### src/hdl/sprite_quad_vertex_setup_unit_macros.svh
// Assertion macros used by the vertex setup unit.
`ifndef SPRITE_QUAD_VERTEX_SETUP_UNIT_MACROS_SVH
`define SPRITE_QUAD_VERTEX_SETUP_UNIT_MACROS_SVH
`ifndef SYNTHESIS
`define SQVS_ASSERT_IMP(label, clk, rstn, ante, cons, msg) \
  label: assert property (@(posedge clk) disable iff (!rstn) (ante) |-> (cons)) \
    else $error(msg);
`define SQVS_ASSERT_NEXT(label, clk, rstn, ante, cons, msg) \
  label: assert property (@(posedge clk) disable iff (!rstn) (ante) |=> (cons)) \
    else $error(msg);
`else
`define SQVS_ASSERT_IMP(label, clk, rstn, ante, cons, msg)
`define SQVS_ASSERT_NEXT(label, clk, rstn, ante, cons, msg)
`endif
`endif

### src/hdl/sqvs_pkg.sv
`timescale 1ns / 1ps
`default_nettype none
package sqvs_pkg;

  localparam int REG_W = 14;
  localparam int QUO_W = 16;
  localparam int NUM_W = 32;
  localparam int REM_W = 30;
  localparam int DIV_BITS_PER_STAGE = 2;
  localparam int DIV_STAGES = QUO_W / DIV_BITS_PER_STAGE;
  localparam int DIV_LAT = DIV_STAGES + 1;
  localparam int ANGLE_BITS_DEF = 16;
  localparam int VERTS = 6;
  localparam logic [2:0] LAST_VTX = 3'(VERTS - 1);

  localparam logic [REG_W-1:0] VP_W_RST  = 14'd1920;
  localparam logic [REG_W-1:0] VP_H_RST  = 14'd1080;
  localparam logic [REG_W-1:0] TEX_W_RST = 14'd256;
  localparam logic [REG_W-1:0] TEX_H_RST = 14'd256;

  localparam logic [30:0] ONE_Q30 = 31'd1073741824;
  localparam logic [30:0] C5 = 31'd3864;
  localparam logic [30:0] HORNER_C [5] = '{31'd172272, 31'd5026995, 31'd85569306,
                                           31'd693598668, 31'd1686629713};

  localparam logic [15:0] SAT_POS = 16'h7FFF;
  localparam logic [15:0] SAT_NEG = 16'h8000;
  localparam logic [15:0] SAT_U   = 16'hFFFF;

  typedef enum logic [1:0] {
    REG_VP_W  = 2'd0,
    REG_VP_H  = 2'd1,
    REG_TEX_W = 2'd2,
    REG_TEX_H = 2'd3
  } cfg_reg_e;

  typedef struct packed {
    logic signed [15:0] dest_x;
    logic signed [15:0] dest_y;
    logic [15:0] dest_w;
    logic [15:0] dest_h;
    logic [31:0] color;
    logic [15:0] turn;
    logic [15:0] src_x;
    logic [15:0] src_y;
    logic [15:0] src_w;
    logic [15:0] src_h;
  } item_t;

  typedef struct packed {
    logic [31:0] color;
    logic        last;
    logic        oxn;
    logic        oyn;
    logic [15:0] dw;
    logic [15:0] dh;
    logic signed [17:0] cx;
    logic signed [17:0] cy;
    logic [REG_W-1:0] vw;
    logic [REG_W-1:0] vh;
    logic [REG_W-1:0] tw;
    logic [REG_W-1:0] th;
    logic [27:0] nu;
    logic [27:0] nv;
    logic [30:0] xs;
    logic [30:0] xc;
    logic        sn;
    logic        cn;
    logic [30:0] x2s;
    logic [30:0] x2c;
    logic [30:0] ts;
    logic [30:0] tc;
    logic signed [31:0] sin_v;
    logic signed [31:0] cos_v;
    logic signed [47:0] pcx;
    logic signed [47:0] psx;
    logic signed [47:0] pcy;
    logic signed [47:0] psy;
    logic signed [49:0] bx;
    logic signed [49:0] by;
    logic signed [NUM_W-1:0] numx;
    logic signed [NUM_W-1:0] numy;
  } pipe_t;

  // Vertex order 0,1,2,2,1,3 of the two triangles.
  function automatic logic [1:0] corner_of(logic [2:0] k);
    logic [1:0] c;
    unique case (k)
      3'd0:    c = 2'd0;
      3'd1:    c = 2'd1;
      3'd2:    c = 2'd2;
      3'd3:    c = 2'd2;
      3'd4:    c = 2'd1;
      default: c = 2'd3;
    endcase
    return c;
  endfunction

  // Folds a turn phase into a quarter-wave argument; bit 31 is the sign.
  function automatic logic [31:0] fold_phase(logic [31:0] p);
    logic [30:0] x;
    x = p[30] ? (ONE_Q30 - 31'(p[29:0])) : 31'(p[29:0]);
    return {p[31], x};
  endfunction

  function automatic logic [30:0] horner(logic [30:0] c, logic [30:0] x2, logic [30:0] t);
    logic [61:0] p;
    p = 62'(x2) * 62'(t);
    return c - 31'(p >> 30);
  endfunction

  function automatic logic signed [31:0] sine_out(logic [30:0] x, logic [30:0] t,
                                                  logic neg);
    logic [61:0] p;
    logic [31:0] v;
    p = 62'(x) * 62'(t);
    v = 32'(p >> 30);
    if (v > 32'(ONE_Q30)) v = 32'(ONE_Q30);
    return neg ? -$signed(v) : $signed(v);
  endfunction

endpackage
`default_nettype wire

### src/hdl/sqvs_div.sv
`timescale 1ns / 1ps
`default_nettype none
// Pipelined restoring divider with range detection. The quotient is valid
// only when neither lo_o (negative numerator) nor hi_o (quotient overflow) is set.
module sqvs_div
  import sqvs_pkg::*;
(
  input  logic                    clk_i,
  input  logic signed [NUM_W-1:0] num_i,
  input  logic [REG_W-1:0]        den_i,
  output logic [QUO_W-1:0]        quo_o,
  output logic                    lo_o,
  output logic                    hi_o
);

  logic [REM_W-1:0] rem_q [DIV_LAT];
  logic [REM_W-1:0] rem_d [DIV_LAT];
  logic [QUO_W-1:0] quo_q [DIV_LAT];
  logic [QUO_W-1:0] quo_d [DIV_LAT];
  logic [REG_W-1:0] den_q [DIV_LAT];
  logic [REG_W-1:0] den_d [DIV_LAT];
  logic             lo_q  [DIV_LAT];
  logic             lo_d  [DIV_LAT];
  logic             hi_q  [DIV_LAT];
  logic             hi_d  [DIV_LAT];

  always_comb begin
    logic [NUM_W-1:0] lim;
    logic [REM_W-1:0] r;
    logic [REM_W-1:0] sh;
    logic [QUO_W-1:0] q;
    lim = NUM_W'(den_i) << QUO_W;
    rem_d[0] = num_i[REM_W-1:0];
    quo_d[0] = '0;
    den_d[0] = den_i;
    lo_d[0]  = num_i[NUM_W-1];
    hi_d[0]  = !num_i[NUM_W-1] && ($unsigned(num_i) >= lim);
    for (int s = 1; s < DIV_LAT; s++) begin
      r = rem_q[s-1];
      q = quo_q[s-1];
      for (int b = 0; b < DIV_BITS_PER_STAGE; b++) begin
        sh = REM_W'(den_q[s-1]) << (QUO_W - 1 - DIV_BITS_PER_STAGE * (s - 1) - b);
        if (r >= sh) begin
          r = r - sh;
          q[QUO_W - 1 - DIV_BITS_PER_STAGE * (s - 1) - b] = 1'b1;
        end
      end
      rem_d[s] = r;
      quo_d[s] = q;
      den_d[s] = den_q[s-1];
      lo_d[s]  = lo_q[s-1];
      hi_d[s]  = hi_q[s-1];
    end
  end

  always_ff @(posedge clk_i) begin
    rem_q <= rem_d;
    quo_q <= quo_d;
    den_q <= den_d;
    lo_q  <= lo_d;
    hi_q  <= hi_d;
  end

  assign quo_o = quo_q[DIV_LAT-1];
  assign lo_o  = lo_q[DIV_LAT-1];
  assign hi_o  = hi_q[DIV_LAT-1];

endmodule
`default_nettype wire

### config.mk
export PLATFORM = sky130hd
export DESIGN_NAME = sqvs_div
export DESIGN_NICKNAME = d
export VERILOG_FILES = /design/src/hdl/sprite_quad_vertex_setup_unit_macros.svh /design/src/hdl/sqvs_pkg.sv /design/src/hdl/sqvs_div.sv
export SDC_FILE = /design/constraint.sdc
export NUM_CORES = 1
export LEC_CHECK = 0
export BUFFER_PORTS_ARGS = -buffer_cell sky130_fd_sc_hd__buf_2
export CORE_UTILIZATION = 40
export CTS_CLUSTER_DIAMETER = 30
export CTS_CLUSTER_SIZE = 12
export DETAILED_ROUTE_END_ITERATION = 6
export SYNTH_ARGS = -nofsm -noshare
export SYNTH_HDL_FRONTEND = slang
export SYNTH_SLANG_ARGS = --single-unit
### constraint.sdc
create_clock -name clk_i -period 6.9 [get_ports clk_i]
set_input_delay 1.38 -clock clk_i [delete_from_list [all_inputs] [get_ports clk_i]]
set_output_delay 1.38 -clock clk_i [all_outputs]
set_load 0.005 [all_outputs]
==> metrics.md <==
| Metric | Value |
|---|---|
| Most frequent cells in the layout | `dfxtp_1 (442), ha_1 (238), inv_1 (230)` |
| Worst Hold Class | `register to register` |
| Post-synthesis register bit count | `442` |
| Mux contribution to synthesized area | `0.03294` |
| Core area | `60360 sq um` |
| ANT cells | `0` |
| Cell Rows | `90` |
| Largest fanout on the critical path | `19` |
| Hold Buf Count CTS | `0` |
| Distinct cells, synth | `82` |
| Root Driver | `clkbuf_16` |
| Post-Synth XOR/XNOR Area | `0.07710` |
| Largest family of logic cells by synthesized area | `compound AO/OA/AOI/OAI gates` |
| Total CTS buffers | `90` |
| CTS resizes | `0` |
| Vias per cell | `5.386` |
| Post-CTS Setup Inserts | `0` |
| Top post-synthesis cells by area | `dfxtp_1 (36%), ha_1 (12%), xnor2_1 (5.1%), a21oi_1 (4.1%), o21ai_0 (3.5%)` |
| Final WL | `64090 microns` |
| Antenna viol nets, final | `0` |
| Least-Margin Pin Slew | `0.9588 ns` |
| Clock skew | `0.02677 ns` |
| Worst endpoint required time | `7.41 ns` |
| Highest metal used | `met4` |
| Worst Setup Path Type | `register to register` |
| Relative slew slack | `0.3564` |
| Min Tclk post-route | `6.273 ns` |
| Post-Syn Area per Cell | `8.782 sq um` |
| Clock sink total | `442` |
| DRC viols | `0` |
| Post-synthesis adder-cell area fraction | `0.1342` |
| Slew Limit Fails | `0` |
| Power density cells | `592.0 nW/um^2` |
| First-pass GRT wire length | `102200 microns` |
| Met2 wire length | `29860 microns` |
| Largest net degree at the start of global routing | `30` |
| Unrepaired setup endpoints after global routing | `false` |
| Slowest-stage cell, CP | `and2_1` |
| Synth-to-Final Area Change | `18.09%` |
| CP Capture Type | `register` |
| Layout cells sized above 1 | `0.1154` |
| Post-synth EDFFs | `0` |
| Synth Area in Compound Gates | `0.1783` |
| Top FF cell, synth | `dfxtp_1` |
| CP max stage delay | `0.71 ns` |
| Initial antenna violation count | `1` |
| DR iter-0 viols | `1283` |
| Synth area leader | `dfxtp_1` |
| Crit-path cells | `or4_1, or4_1, a211oi_2, nand4_1, nor2_1, a21oi_1, fa_1, a21o_1, a21oi_1, o21ai_0, a21oi_1, o21a_1, o221ai_1, or2_2, nor3_1, and2_1, inv_1, mux2_2` |
| Status | `completed` |
| Simple-gate share of the synthesized area | `0.1719` |
| Mapped Area | `24420 sq um` |
| Final hold viol count | `0` |
| Die span in x | `249.1 microns` |
| Vias | `20272` |
| Port buffer count | `64` |
| Clock Pin Slew Worst Setup and Hold Paths | `0.05 ns` |
| Pleak | `12.51 nW` |
| Total global routing overflow | `0` |
| Post-synth top area share | `0.3623` |
| DR pass1 iterations | `5` |
| Die height | `249.1 microns` |
| Post-Route M1 WL | `28860 microns` |
| Crit start category | `register` |
| RePlAce Congestion | `0.9274` |
| Die ar. | `62050 sq um` |
| Post-synth net total | `3081` |
| Vias in the first global route | `19934` |
| # setup viols final | `0` |
| Setup TNS | `0 ns` |
| Buffers & Inverters on Critical Path | `1` |
| Delay-heaviest family, CP | `simple AND/OR/NAND/NOR gates` |
| H-tree Lvls | `3` |
| Crit-path most repeated cell | `a21oi_1` |
| Gr usage total | `0.2052` |
| Latest clock arrival within the worst-skew pair | `0.64 ns` |
| Top Ports | `65` |
| DR WL/cell | `17.03 microns` |
| Fmax | `0.1594 GHz` |
| CTS max path bufs | `3` |
| Tot Pwr | `0.01708 W` |
| Met3 wire length | `3199 microns` |
| Max-cap viol count | `0` |
| Initial core utilization | `0.4046` |
| Worst VDD drop | `0.0003165 V` |
| Post-synthesis sequential area ratio | `0.3623` |
| Post-Synthesis Cells | `2781` |
| Worst EP arrival | `6.79 ns` |
| Async S/R FF share, synth | `0` |
| HPWL Detailed | `51660 microns` |
| Commonest non-fill, non-tap cell in the layout | `dfxtp_1` |
| Final net count | `3207` |
| TritonCTS clock tree | `done` |
| Ys Warns | `0` |
| Period utilization | `0.9091` |
==> report_power, final <==
| group | leakage (nW) | total (W) | internal (W) | switching [W] |
|---|---|---|---|---|
| Clock | 1.52 | 0.00439 | 0.00286 | 0.00152 |
| Combinational | 7.28 | 0.00886 | 0.00390 | 0.00496 |
| Sequential | 3.71 | 0.00383 | 0.00327 | 0.000565 |
==> state kept, by name (all words and copies together) (netlist names) <==
signal and count:
rem_q 240, lo_o 1, hi_d 8, hi_o 1, den_d 112, lo_d 8, quo_d 56, quo_o 16
==> through the flow <==
step | instances | hold slack (ns) | setup WS (ns) | utilization | instance area (sq um)
2_1_floorplan | 2781 | 0.3096 | 1.391 | - | 24420
3_3_place_gp | 3597 | 0.3097 | 0.8379 | 0.4254 | 25670
3_5_place_dp | 3597 | 0.3121 | 0.7162 | 0.4254 | 25670
4_1_cts | 3764 | 0.3095 | 0.6662 | 0.4778 | 28840
5_1_grt | 3764 | 0.3167 | 0.1952 | 0.4778 | 28840
6_report | 3764 | 0.3080 | 0.6271 | 0.4778 | 28840
==> worst register-to-register path, delay by kind of cell, from the launching register on <==
family / cells / cell delay, ns
AOI/OAI and AO/OA: 8 / 1.79
and+or+nand+nor: 7 / 3.04
muxes: 1 / 0.31
buffers and inverters: 1 / 0.15
adders and majority gates: 1 / 0.47
DFF: 1 / 0.43
==> per-layer routing <==
layer,track usage,vias to the layer above
met4,0.08713,0
met5,0,-
met1,0.2600,9394
met2,0.3426,542
met3,0.03584,134
li1,-,10202
==> layout make-up <==
class | count | area (sq um)
fill | 5762 | 31520
multi-input combinational | 2061 | 14540
sequential | 442 | 8848
clock buffer | 111 | 2461
tap | 782 | 978.4
inverter | 232 | 870.8
clock inverter | 56 | 706.9
timing repair buffer | 80 | 440.4
==> worst paths after layout <==
| check | start | end | slack [ns] | cells after the start |
|---|---|---|---|---|
| max | rem_q[142]$_DFF_P_ | rem_q[105]$_DFF_P_ | 0.63 | 18 |
| min | quo_d[43]$_DFF_P_ | quo_d[27]$_DFF_P_ | 0.31 | 0 |
| max reg2reg | rem_q[142]$_DFF_P_ | rem_q[105]$_DFF_P_ | 0.63 | 18 |
| min reg2reg | quo_d[43]$_DFF_P_ | quo_d[27]$_DFF_P_ | 0.31 | 0 |
==> cells in the mapped netlist (18+ instances only) <==
| library cell | count |
|---|---|
| dfxtp_1 | 442 |
| ha_1 | 238 |
| inv_1 | 230 |
| nand2_1 | 220 |
| a21oi_1 | 201 |
| nor2_1 | 195 |
| o21ai_0 | 173 |
| xnor2_1 | 143 |
| xor2_1 | 72 |
| a21o_1 | 62 |
| mux2_2 | 59 |
| nor4_1 | 51 |
| nand3_1 | 48 |
| nand4_1 | 48 |
| nor3_1 | 47 |
| nor2b_1 | 40 |
| nand2b_1 | 37 |
| o21a_1 | 37 |
| o31ai_1 | 37 |
| clkbuf_1 | 33 |
| a211oi_1 | 25 |
| or2_2 | 23 |
| or3_1 | 22 |
| o21bai_1 | 21 |
| o211ai_1 | 18 |
==> logic make-up (layout without fill, tap and decap cells) <==
| group | count (synthesis) | in the layout |
|---|---|---|
| adder cells (fa/ha/maj) | 253 | 253 |
| AND/OR/NAND/NOR | 829 | 829 |
| AO/OA/AOI/OAI | 691 | 691 |
| multiplexers | 73 | 73 |
| flip-flops | 442 | 442 |
| XOR/XNOR | 215 | 215 |
| buffers and inverters | 278 | 479 |
Note: power is estimated with default switching activity, not from simulation.
